### src/hdl/sgs_pkg.sv
// Shared types, widths, reset values and command codes for the scan gap steering selector.
// No dependencies.
`default_nettype none

package sgs_pkg;

   localparam int RANGE_W = 16;
   localparam int MINW_W  = 12;
   localparam int STEP_W  = 20;
   localparam int ROT_W   = 28;
   localparam int CMD_W   = 4;
   localparam int CSR_DW  = 20;
   localparam int CSR_AW  = 2;

   localparam int DEF_MAX_BEAMS = 4096;
   localparam int DEF_FRAC_BITS = 16;

   localparam logic [RANGE_W-1:0] RST_SAFE_RANGE = 16'd200;
   localparam logic [MINW_W-1:0]  RST_MIN_BEAMS  = 12'd2;
   localparam logic [STEP_W-1:0]  RST_ANGLE_STEP = 20'd23069;

   typedef enum logic [CSR_AW-1:0] {
      CSR_SAFE_RANGE = 2'd0,
      CSR_MIN_BEAMS  = 2'd1,
      CSR_ANGLE_STEP = 2'd2
   } csr_idx_type;

   typedef enum logic [CMD_W-1:0] {
      CMD_BACK    = 4'd0,
      CMD_FWD     = 4'd1,
      CMD_LEFT60  = 4'd2,
      CMD_LEFT30  = 4'd3,
      CMD_LEFT10  = 4'd4,
      CMD_LEFT5   = 4'd5,
      CMD_LEFT2   = 4'd6,
      CMD_RIGHT60 = 4'd7,
      CMD_RIGHT30 = 4'd8,
      CMD_RIGHT10 = 4'd9,
      CMD_RIGHT5  = 4'd10,
      CMD_RIGHT2  = 4'd11
   } cmd_type;

   // turn band of a rotation, widest first
   typedef enum logic [2:0] {
      BAND_60  = 3'd0,
      BAND_30  = 3'd1,
      BAND_10  = 3'd2,
      BAND_5   = 3'd3,
      BAND_2   = 3'd4,
      BAND_FWD = 3'd5
   } band_type;

   typedef struct packed {
      logic vld;
      logic valley;
      logic last;
   } stage_ctl_type;

   function automatic cmd_type cmd_for(input logic left, input band_type band);
      cmd_type c;
      unique case (band)
         BAND_60: c = left ? CMD_LEFT60 : CMD_RIGHT60;
         BAND_30: c = left ? CMD_LEFT30 : CMD_RIGHT30;
         BAND_10: c = left ? CMD_LEFT10 : CMD_RIGHT10;
         BAND_5:  c = left ? CMD_LEFT5  : CMD_RIGHT5;
         BAND_2:  c = left ? CMD_LEFT2  : CMD_RIGHT2;
         default: c = CMD_FWD;
      endcase
      return c;
   endfunction

endpackage

`default_nettype wire

### src/hdl/scan_gap_steering_selector.sv
// Top level of the scan gap steering selector: control registers and the three-part pipeline.
// Depends on sgs_pkg, sgs_front, sgs_heading, sgs_select.
//
//   port group  dir  width        contents
//   req_        in   16+1+1       beam range, invalid flag, last beam of scan
//   rsp_        out  32+1         steering command and rotation, valley flag
//   csr_        in   2+20         register index and write data
//
// One beam is accepted per cycle while the pipeline does not stall. A result leaves after the last beam
// of a scan has passed the input, front, multiply, distance and result registers.
// Reset is synchronous and needs no clearing pass.
// The pipeline stalls only while a finished result waits and a second one is due.
`default_nettype none

module scan_gap_steering_selector #(
   parameter int MAX_BEAMS       = sgs_pkg::DEF_MAX_BEAMS,
   parameter int ANGLE_FRAC_BITS = sgs_pkg::DEF_FRAC_BITS
) (
   input  logic                        clock,
   input  logic                        reset,
   input  logic                        req_tvalid,
   output logic                        req_tready,
   input  logic [15:0]                 req_tdata,  // range_mm
   input  logic                        req_tuser,  // range_invalid
   input  logic                        req_tlast,  // last_beam
   output logic                        rsp_tvalid,
   input  logic                        rsp_tready,
   output logic [31:0]                 rsp_tdata,  // command[3:0], rotation_q16[31:4]
   output logic                        rsp_tuser,  // valley_found
   input  logic                        csr_we,
   input  logic [sgs_pkg::CSR_AW-1:0]  csr_addr,
   input  logic [sgs_pkg::CSR_DW-1:0]  csr_wdata
);
   import sgs_pkg::*;

   localparam int IDX_W = $clog2(MAX_BEAMS);

   logic [RANGE_W-1:0] safe_range_ff;
   logic [MINW_W-1:0]  min_beams_ff;
   logic [STEP_W-1:0]  angle_step_ff;

   always_ff @(posedge clock) begin
      if (reset) begin
         safe_range_ff <= RST_SAFE_RANGE;
         min_beams_ff  <= RST_MIN_BEAMS;
         angle_step_ff <= RST_ANGLE_STEP;
      end else if (csr_we) begin
         case (csr_addr)
            CSR_SAFE_RANGE: safe_range_ff <= csr_wdata[RANGE_W-1:0];
            CSR_MIN_BEAMS:  min_beams_ff  <= csr_wdata[MINW_W-1:0];
            CSR_ANGLE_STEP: angle_step_ff <= csr_wdata[STEP_W-1:0];
            default: ;
         endcase
      end
   end

   logic             adv;
   stage_ctl_type    front_ctl, head_ctl;
   logic [IDX_W-1:0] front_pos;
   logic [ROT_W-1:0] head_delta;
   band_type         head_band;
   logic             head_left;
   cmd_type          out_cmd;
   logic [ROT_W-1:0] out_rot;
   logic             out_found;

   sgs_front #(
      .MAX_BEAMS(MAX_BEAMS)
   ) u_front (
      .clock      (clock),
      .reset      (reset),
      .adv        (adv),
      .in_vld     (req_tvalid),
      .in_range   (req_tdata),
      .in_invalid (req_tuser),
      .in_last    (req_tlast),
      .safe_range (safe_range_ff),
      .min_beams  (min_beams_ff),
      .ctl_o      (front_ctl),
      .pos_o      (front_pos)
   );

   sgs_heading #(
      .IDX_W    (IDX_W),
      .FRAC_BITS(ANGLE_FRAC_BITS)
   ) u_heading (
      .clock   (clock),
      .reset   (reset),
      .adv     (adv),
      .ctl_i   (front_ctl),
      .pos_i   (front_pos),
      .step_i  (angle_step_ff),
      .ctl_o   (head_ctl),
      .delta_o (head_delta),
      .band_o  (head_band),
      .left_o  (head_left)
   );

   sgs_select u_select (
      .clock     (clock),
      .reset     (reset),
      .ctl_i     (head_ctl),
      .delta_i   (head_delta),
      .band_i    (head_band),
      .left_i    (head_left),
      .adv       (adv),
      .rsp_ready (rsp_tready),
      .rsp_valid (rsp_tvalid),
      .rsp_cmd   (out_cmd),
      .rsp_rot   (out_rot),
      .rsp_found (out_found)
   );

   assign req_tready = adv;
   assign rsp_tdata  = {out_rot, out_cmd};
   assign rsp_tuser  = out_found;

endmodule

`default_nettype wire

### src/hdl/sgs_front.sv
// Beam input register, safe test and run/index tracking; emits one control word per beam.
// Depends on sgs_pkg.
`default_nettype none

module sgs_front #(
   parameter int MAX_BEAMS = sgs_pkg::DEF_MAX_BEAMS,
   localparam int IDX_W = $clog2(MAX_BEAMS)
) (
   input  logic                        clock,
   input  logic                        reset,
   input  logic                        adv,
   input  logic                        in_vld,
   input  logic [sgs_pkg::RANGE_W-1:0] in_range,
   input  logic                        in_invalid,
   input  logic                        in_last,
   input  logic [sgs_pkg::RANGE_W-1:0] safe_range,
   input  logic [sgs_pkg::MINW_W-1:0]  min_beams,
   output sgs_pkg::stage_ctl_type      ctl_o,
   output logic [IDX_W-1:0]            pos_o
);
   import sgs_pkg::*;

   localparam int CW = (IDX_W > MINW_W) ? IDX_W : MINW_W;
   localparam logic [IDX_W-1:0] IDX_MAX = IDX_W'(MAX_BEAMS - 1);

   logic               in_vld_ff;
   logic [RANGE_W-1:0] in_range_ff;
   logic               in_invalid_ff;
   logic               in_last_ff;
   logic [IDX_W-1:0]   index_ff, index_in;
   logic [IDX_W-1:0]   run_ff, run_in;
   stage_ctl_type      ctl_ff, ctl_in;
   logic [IDX_W-1:0]   pos_ff, pos_in;

   logic             safe, closing, valley;
   logic [IDX_W-1:0] run_inc, idx_inc, run_end;

   always_comb begin
      safe     = in_invalid_ff || (in_range_ff >= safe_range);
      run_inc  = (run_ff < IDX_MAX) ? run_ff + IDX_W'(1) : run_ff;
      idx_inc  = (index_ff < IDX_MAX) ? index_ff + IDX_W'(1) : index_ff;
      closing  = !safe || in_last_ff;
      run_end  = safe ? run_inc : run_ff;
      valley   = closing && (run_end != '0) && (CW'(run_end) >= CW'(min_beams));
      pos_in   = index_ff - (run_end >> 1);
      run_in   = closing ? '0 : run_inc;
      index_in = in_last_ff ? '0 : idx_inc;
      ctl_in.vld    = in_vld_ff;
      ctl_in.valley = in_vld_ff && valley;
      ctl_in.last   = in_vld_ff && in_last_ff;
   end

   always_ff @(posedge clock) begin
      if (reset) begin
         in_vld_ff <= 1'b0;
         index_ff  <= '0;
         run_ff    <= '0;
         ctl_ff    <= '0;
      end else if (adv) begin
         in_vld_ff <= in_vld;
         ctl_ff    <= ctl_in;
         if (in_vld_ff) begin
            index_ff <= index_in;
            run_ff   <= run_in;
         end
      end
   end

   always_ff @(posedge clock) begin
      if (adv) begin
         in_range_ff   <= in_range;
         in_invalid_ff <= in_invalid;
         in_last_ff    <= in_last;
         pos_ff        <= pos_in;
      end
   end

   assign ctl_o = ctl_ff;
   assign pos_o = pos_ff;

   a_scan_restart: assert property (@(posedge clock) disable iff (reset)
      (adv && in_vld_ff && in_last_ff) |=> (index_ff == '0 && run_ff == '0))
      else $error("scan state not cleared after last beam");

   a_invalid_extends_run: assert property (@(posedge clock) disable iff (reset)
      (adv && in_vld_ff && !in_last_ff && in_invalid_ff) |=> (run_ff != '0))
      else $error("invalid beam did not extend the run");

endmodule

`default_nettype wire

### src/hdl/sgs_heading.sv
// Valley heading product with saturation, then distance from 90 degrees and turn band.
// Depends on sgs_pkg.
`default_nettype none

module sgs_heading #(
   parameter int IDX_W     = 12,
   parameter int FRAC_BITS = sgs_pkg::DEF_FRAC_BITS
) (
   input  logic                       clock,
   input  logic                       reset,
   input  logic                       adv,
   input  sgs_pkg::stage_ctl_type     ctl_i,
   input  logic [IDX_W-1:0]           pos_i,
   input  logic [sgs_pkg::STEP_W-1:0] step_i,
   output sgs_pkg::stage_ctl_type     ctl_o,
   output logic [sgs_pkg::ROT_W-1:0]  delta_o,
   output sgs_pkg::band_type          band_o,
   output logic                       left_o
);
   import sgs_pkg::*;

   localparam int PW = IDX_W + STEP_W;
   localparam int XW = (PW > ROT_W) ? PW : ROT_W + 1;
   localparam int NW = ((FRAC_BITS + 7 > ROT_W) ? FRAC_BITS + 7 : ROT_W) + 1;
   localparam logic [NW-1:0] NINETY = NW'(90) << FRAC_BITS;
   localparam logic [NW-1:0] DEG60  = NW'(60) << FRAC_BITS;
   localparam logic [NW-1:0] DEG30  = NW'(30) << FRAC_BITS;
   localparam logic [NW-1:0] DEG10  = NW'(10) << FRAC_BITS;
   localparam logic [NW-1:0] DEG5   = NW'(5) << FRAC_BITS;
   localparam logic [NW-1:0] DEG2   = NW'(2) << FRAC_BITS;

   // multiply stage
   stage_ctl_type    a_ctl_ff;
   logic [ROT_W-1:0] head_ff, head_in;
   logic [XW-1:0]    prod;

   always_comb begin
      prod    = XW'(pos_i) * XW'(step_i);
      head_in = (|prod[XW-1:ROT_W]) ? '1 : prod[ROT_W-1:0];
   end

   // distance and band stage
   stage_ctl_type    b_ctl_ff;
   logic [ROT_W-1:0] delta_ff, delta_in;
   band_type         band_ff, band_in;
   logic             left_ff, left_in;
   logic [NW-1:0]    head_w, diff, delta_w;

   always_comb begin
      head_w   = NW'(head_ff);
      left_in  = head_w >= NINETY;
      diff     = left_in ? head_w - NINETY : NINETY - head_w;
      delta_in = (|diff[NW-1:ROT_W]) ? '1 : diff[ROT_W-1:0];
      delta_w  = NW'(delta_in);
      priority if (delta_w >= DEG60) band_in = BAND_60;
      else if (delta_w >= DEG30)     band_in = BAND_30;
      else if (delta_w >= DEG10)     band_in = BAND_10;
      else if (delta_w >= DEG5)      band_in = BAND_5;
      else if (delta_w >= DEG2)      band_in = BAND_2;
      else                           band_in = BAND_FWD;
   end

   always_ff @(posedge clock) begin
      if (reset) begin
         a_ctl_ff <= '0;
         b_ctl_ff <= '0;
      end else if (adv) begin
         a_ctl_ff <= ctl_i;
         b_ctl_ff <= a_ctl_ff;
      end
   end

   always_ff @(posedge clock) begin
      if (adv) begin
         head_ff  <= head_in;
         delta_ff <= delta_in;
         band_ff  <= band_in;
         left_ff  <= left_in;
      end
   end

   assign ctl_o   = b_ctl_ff;
   assign delta_o = delta_ff;
   assign band_o  = band_ff;
   assign left_o  = left_ff;

endmodule

`default_nettype wire

### src/hdl/sgs_select.sv
// Best-valley tracking over a scan and the result register with its stall control.
// Depends on sgs_pkg.
`default_nettype none

module sgs_select (
   input  logic                      clock,
   input  logic                      reset,
   input  sgs_pkg::stage_ctl_type    ctl_i,
   input  logic [sgs_pkg::ROT_W-1:0] delta_i,
   input  sgs_pkg::band_type         band_i,
   input  logic                      left_i,
   output logic                      adv,
   input  logic                      rsp_ready,
   output logic                      rsp_valid,
   output sgs_pkg::cmd_type          rsp_cmd,
   output logic [sgs_pkg::ROT_W-1:0] rsp_rot,
   output logic                      rsp_found
);
   import sgs_pkg::*;

   logic             any_ff, any_in;
   logic [ROT_W-1:0] best_delta_ff, best_delta_in;
   band_type         best_band_ff, best_band_in;
   logic             best_left_ff, best_left_in;
   logic             rsp_vld_ff;
   cmd_type          rsp_cmd_ff;
   logic [ROT_W-1:0] rsp_rot_ff;
   logic             rsp_found_ff;
   logic             take;

   always_comb begin
      adv           = !ctl_i.last || !rsp_vld_ff || rsp_ready;
      take          = ctl_i.valley && (!any_ff || (delta_i < best_delta_ff));
      any_in        = any_ff || ctl_i.valley;
      best_delta_in = take ? delta_i : best_delta_ff;
      best_band_in  = take ? band_i : best_band_ff;
      best_left_in  = take ? left_i : best_left_ff;
   end

   always_ff @(posedge clock) begin
      if (reset) begin
         any_ff        <= 1'b0;
         best_delta_ff <= '1;
         rsp_vld_ff    <= 1'b0;
      end else begin
         if (adv && ctl_i.vld) begin
            if (ctl_i.last) begin
               any_ff        <= 1'b0;
               best_delta_ff <= '1;
            end else begin
               any_ff        <= any_in;
               best_delta_ff <= best_delta_in;
            end
         end
         if (adv && ctl_i.last) begin
            rsp_vld_ff <= 1'b1;
         end else if (rsp_ready) begin
            rsp_vld_ff <= 1'b0;
         end
      end
   end

   always_ff @(posedge clock) begin
      if (adv && ctl_i.vld) begin
         best_band_ff <= best_band_in;
         best_left_ff <= best_left_in;
      end
      if (adv && ctl_i.last) begin
         rsp_cmd_ff   <= any_in ? cmd_for(best_left_in, best_band_in) : CMD_BACK;
         rsp_rot_ff   <= any_in ? best_delta_in : '0;
         rsp_found_ff <= any_in;
      end
   end

   assign rsp_valid = rsp_vld_ff;
   assign rsp_cmd   = rsp_cmd_ff;
   assign rsp_rot   = rsp_rot_ff;
   assign rsp_found = rsp_found_ff;

   a_no_valley_backs: assert property (@(posedge clock) disable iff (reset)
      (rsp_vld_ff && !rsp_found_ff) |-> (rsp_cmd_ff == CMD_BACK && rsp_rot_ff == '0))
      else $error("back command expected with zero rotation");

   a_result_from_last: assert property (@(posedge clock) disable iff (reset)
      $rose(rsp_vld_ff) |-> $past(ctl_i.last))
      else $error("result raised without a last beam");

endmodule

`default_nettype wire
### config.mk
export PLATFORM = sky130hd
export DESIGN_NAME = scan_gap_steering_selector
export DESIGN_NICKNAME = d
export VERILOG_FILES = /design/src/hdl/sgs_pkg.sv /design/src/hdl/scan_gap_steering_selector.sv /design/src/hdl/sgs_front.sv /design/src/hdl/sgs_heading.sv /design/src/hdl/sgs_select.sv
export SDC_FILE = /design/constraint.sdc
export NUM_CORES = 1
export LEC_CHECK = 0
export BUFFER_PORTS_ARGS = -buffer_cell sky130_fd_sc_hd__buf_2
export CORE_UTILIZATION = 65
export CTS_BUF_LIST = sky130_fd_sc_hd__clkbuf_16
export DETAILED_ROUTE_END_ITERATION = 10
export MAX_ROUTING_LAYER = met4
export PLACE_DENSITY_LB_ADDON = 0.12
export SETUP_SLACK_MARGIN = 0.2
export SLEW_MARGIN = 20
export SYNTH_ARGS = -nofsm -noshare
export SYNTH_HDL_FRONTEND = slang
export SYNTH_HIERARCHICAL = 1
export SYNTH_SLANG_ARGS = --single-unit
### constraint.sdc
create_clock -name clock -period 15.8 [get_ports clock]
set_input_delay 3.16 -clock clock [delete_from_list [all_inputs] [get_ports clock]]
set_output_delay 3.16 -clock clock [all_outputs]
set_load 0.02 [all_outputs]
# Word level (Yosys, flattened, before mapping)
# Cells that the tools add are included.
# Widths: inputs -> output; s select.
dict set report word_totals {
  input_bits 45
  elab_cells 110
  latch_bits 0
  mem_count 0
  ram_bits 0
  ff_bits 239
  out_inout_bits 35
  romBits 0
}
dict set report op_classes {
  multipliers 1
  muxes 24
  order_cmp 11
  div_mod_pow 0
  n_bitwise 0
  shifts 0
  n_addsub 5
  n_eq_ne 6
  n_reduce_logical 30
}
# operator n
set ops {}
lappend ops {{$mux 28} 3}
lappend ops {{$mux 12} 5}
lappend ops {{$mul 12x20->32} 1}
lappend ops {{$mux 29} 1}
lappend ops {{$sub 23x28->29 const A} 1}
lappend ops {{$sub 28x23->29 const B} 1}
lappend ops {{$ge 28x18->1 const B} 1}
lappend ops {{$ge 28x19->1 const B} 1}
lappend ops {{$ge 28x20->1 const B} 1}
lappend ops {{$ge 28x21->1 const B} 1}
lappend ops {{$ge 28x22->1 const B} 1}
lappend ops {{$ge 28x23->1 const B} 1}
lappend ops {{$lt 28x28->1} 1}
lappend ops {{$add 12x1->12 const B} 2}
lappend ops {{$lt 12x12->1 const B} 2}
lappend ops {{$pmux 4 s5} 1}
lappend ops {{$ge 16x16->1} 1}
lappend ops {{$mux 4} 4}
lappend ops {{$ge 12x12->1} 1}
lappend ops {{$reduce_bool 12->1} 1}
lappend ops {{$sub 12x11->12} 1}
lappend ops {{$reduce_and 2->1} 4}
lappend ops {{$reduce_or 4->1} 2}
lappend ops {{$logic_and 1x1->1} 7}
lappend ops {{15 further kinds} 32}

# Logic depth before layout (Yosys ltp)
dict set report depth {
  ltp_word 8
  depth_mapped 22
  ltp_nobuf 20
}

# Hierarchy
# The synthesis kept the hierarchy.
# module cells_each seq_area_each_um2 n_inst area_each_um2
set by_module_without_submodules {}
lappend by_module_without_submodules {sgs_heading 1182 1921.8 1 10730.3}
lappend by_module_without_submodules {sgs_select 390 1711.6 1 3863.7}
lappend by_module_without_submodules {sgs_front 411 1461.4 1 3756.1}
lappend by_module_without_submodules {scan_gap_steering_selector 195 960.9 1 2004.4}

# Least setup slack after synthesis
# No wires, ideal clock.
dict set report synth_timing {
  path_type {input to output}
  from {in rsp_tready}
  to {out req_tready}
  path_slack_ns 7.286
  t_arrival_ns 5.354
  path_buffers 0
  path_stages 2
  cell_sequence {nor2b_1 -> nand2_1}
}
dict set report synth_via {
  elab_chain_cells 1
}
# item line
set synth_lines {}
lappend synth_lines {{start: declaration} scan_gap_steering_selector.sv:27} ;# input logic rsp_tready,
lappend synth_lines {{$logic_or 1x1->1} sgs_select.sv:32} ;# adv = !ctl_i.last || !rsp_vld_ff || rsp_ready;
lappend synth_lines {{end: declaration} scan_gap_steering_selector.sv:22} ;# output logic req_tready,
# No other way between the ends.

# Worst setup path after layout
# Same ends and word-level chain as after synthesis.

==> results.json <==
{
  "status": "completed",
  "nets": 2541,
  "ys.warnings.count": 6,
  "holdWs_ns": 0.477,
  "grt_max_degree": 108,
  "drt_pass1_iterations": 6,
  "cp.arrival_ns": 4.26,
  "path_common_cell": "buf_2",
  "crit_fanout": 34,
  "drtIter0Drc": 983,
  "path_clk_slew_ns": 0.06,
  "yosysSeqAreaShare_pct": 29.8,
  "hold_buffers": 0,
  "cts_tree": "done",
  "p_leak_nw": 10.0,
  "rows": 64,
  "grt_pass1_wl_mm": 74.4,
  "hold_path.class": "reg2reg",
  "ant_nets": 0,
  "ctsResizeCount": 0,
  "grt_remaining_overflow": 0,
  "wl_mm": 46.4,
  "io-pin-count": 80,
  "hpwl_mm": 33.9,
  "io_buffers": 79,
  "crit_slowest_cell": "nand2_4",
  "worst-setup-path-type": "in2out",
  "insertion_delay_ns": 0.55,
  "ir_drop_uv": 82.1,
  "syn_area_um2": 20400,
  "synth_cell_types": 90,
  "rsz0062_at_grt": "no",
  "worstPathRequired_ns": 12.64,
  "wl_per_cell_um": 17.9,
  "place_congestion": 0.923,
  "antenna_found_initial": 1,
  "hold_viol": 0,
  "clk_path_buf_depth": 3,
  "fmax_ghz": 0.135,
  "setup_violations": 0,
  "track_usage_pct": 30.0,
  "fin_skew_ns": 0.0178,
  "tns_ns": 0,
  "core_um2": 30700,
  "tightest_slew_ns": 1.08,
  "netlist_instances": 2178,
  "die_w_um": 179,
  "post_cts_buffers": 0,
  "cp-start-kind": "input port",
  "endpoint_kind": "output port",
  "grt_pass1_vias": 15478,
  "dr_total_vias": 15667,
  "slew_viol_final": 0,
  "h-tree-depth": 1,
  "vias_per_cell": 6.04,
  "syn_area_per_cell_um2": 9.35,
  "root_buffer": "clkbuf_16",
  "area.growth.synth_to_final_pct": 6.44,
  "die_area_um2": 32000,
  "initial_core_util_pct": 66.4,
  "ys_seq_elements": 239,
  "path_cells": "buf_2 -> nor2b_1 -> nand2_4 -> buf_2",
  "ys.flop_type": "edfxtp_1",
  "slew_headroom_pct": 28.0,
  "final_layout_size_suffix_gt1_share_pct": 8.06,
  "maxCapViolCount": 0,
  "cpPeakStageDelay_ns": 0.37,
  "synth_nets": 2543,
  "die_h_um": 179,
  "route.detailed.drc": 0,
  "final_util_pct": 70.6,
  "cts_sinks": 239,
  "synth_edf_count": 127,
  "period_share_pct": 47.0,
  "cts_made_buffers": 26,
  "period_minus_slack_ns": 7.42,
  "powerDensity_nw_per_um2": 97.2,
  "async_reset_ff_share_pct": 0
}
-- critical path, delay by kind of cell --
kind          cells  cell delay (ns)
simple gates      2             0.69
buf+inv           2             0.39
-- sequential cells by signal, indices dropped and copies added, names as in the netlist, 4 cells and up --
| name | cells |
|---|---|
| u_front/pos_o | 12 |
| u_heading/head_ff | 28 |
| angle_step_ff | 20 |
| u_front/run_ff | 12 |
| u_heading/delta_o | 28 |
| min_beams_ff | 12 |
| u_select/rsp_rot | 28 |
| u_front/index_ff | 12 |
| u_select/best_delta_ff | 28 |
| safe_range_ff | 16 |
| u_front/in_range_ff | 16 |
| u_select/rsp_cmd | 4 |
-- per-stage QoR --
step / cell area, µm² / std cells / worst slack, ns / total power [mW]
after global routing: 21700 / 2593 / 8.33 / 2.22
after detailed placement: 20800 / 2544 / 8.37 / 1.52
final: 21700 / 2594 / 8.38 / 2.11
after CTS: 21700 / 2592 / 8.37 / 2.11
after global placement: 20800 / 2544 / 8.42 / 1.50
after floorplan: 20400 / 2178 / 7.29 / 1.34
-- routing by layer --
layer	up-vias	track usage (%)	part of all wire [%]
li1	7307	-	-
met1	7736	35.3	41
met2	493	52.2	51
met3	131	3.24	4.6
met4	0	12.8	3.9
met5	-	-	0
-- final cells by class --
cell class	instances	area [µm²]
clock buffer	29	726
tap	396	495
inverter	300	1130
timing repair buffer	88	463
antenna	2	5.00
clock inverter	19	96.3
sequential	239	6060
multi-input combinational	1521	12700
fill	2346	9000
-- synth_stat cells, drive strengths merged, types with 32 or more instances --
library cell,count,area [µm²]
inv,300,1130
nand2,270,1010
fa,181,3620
ha,139,1740
edfxtp,127,3810
dfxtp,112,2240
nor2,105,394
a21oi,102,514
and2,84,526
clkbuf,82,308
nand2b,79,494
o21ai,76,380
mux2i,59,591
nand3,53,265
buf,36,208
xnor2,35,307
o211ai,34,269
xor2,32,280
-- power breakdown --
part | total (mW) | switching (mW) | internal [mW]
combinational | 0.643 | 0.384 | 0.259
clock | 0.585 | 0.256 | 0.329
sequential | 0.878 | 0.109 | 0.769
total | 2.11 | 0.749 | 1.36
-- kinds of logic after synthesis --
group	count (synthesis)	synth area share, %
flip-flops	239	29.8
buffers and inverters	418	8.06
XOR/XNOR	67	2.88
AO/OA/AOI/OAI	359	12.1
multiplexers	72	3.62
AND/OR/NAND/NOR	703	17.2
adder cells (fa/ha/maj)	320	26.3
-- cells in the final DEF, fill, tap and decap left out, types with 5 or more instances in the layout --
| master | instances |
|---|---|
| ha_1 | 139 |
| mux2i_1 | 59 |
| a31oi_1 | 6 |
| a21oi_1 | 101 |
| a21o_1 | 24 |
| xnor2_1 | 35 |
| o21a_1 | 6 |
| a211oi_1 | 20 |
| clkinv_2 | 6 |
| o221a_1 | 20 |
| clkbuf_16 | 29 |
| edfxtp_1 | 127 |
| buf_4 | 9 |
| nand3b_1 | 7 |
| o221a_2 | 9 |
| mux2_2 | 13 |
| nor4_1 | 5 |
| nand2b_1 | 79 |
| and3_1 | 12 |
| nor3_1 | 22 |
| nand2_1 | 269 |
| nand3_1 | 53 |
| xor2_1 | 32 |
| o21ai_0 | 74 |
| nor2_1 | 103 |
| nand4_1 | 14 |
| buf_2 | 79 |
| or4_1 | 6 |
| nor2b_1 | 11 |
| dfxtp_1 | 112 |
| fa_1 | 181 |
| or3_1 | 8 |
| inv_1 | 306 |
| o211ai_1 | 33 |
| and2_1 | 84 |
-- final timing paths --
kind                                        from  slack, ns  cells past startpoint                    end
worst min register to register  safe_range_ff[4]       0.48                      2       safe_range_ff[4]
worst max register to register  u_front/pos_o[5]       9.06                     21  u_heading/head_ff[17]
worst max-delay path                  rsp_tready       8.38                      4             req_tready
worst min-delay path            safe_range_ff[4]       0.48                      2       safe_range_ff[4]
Note: power is estimated with default switching activity, not from simulation.
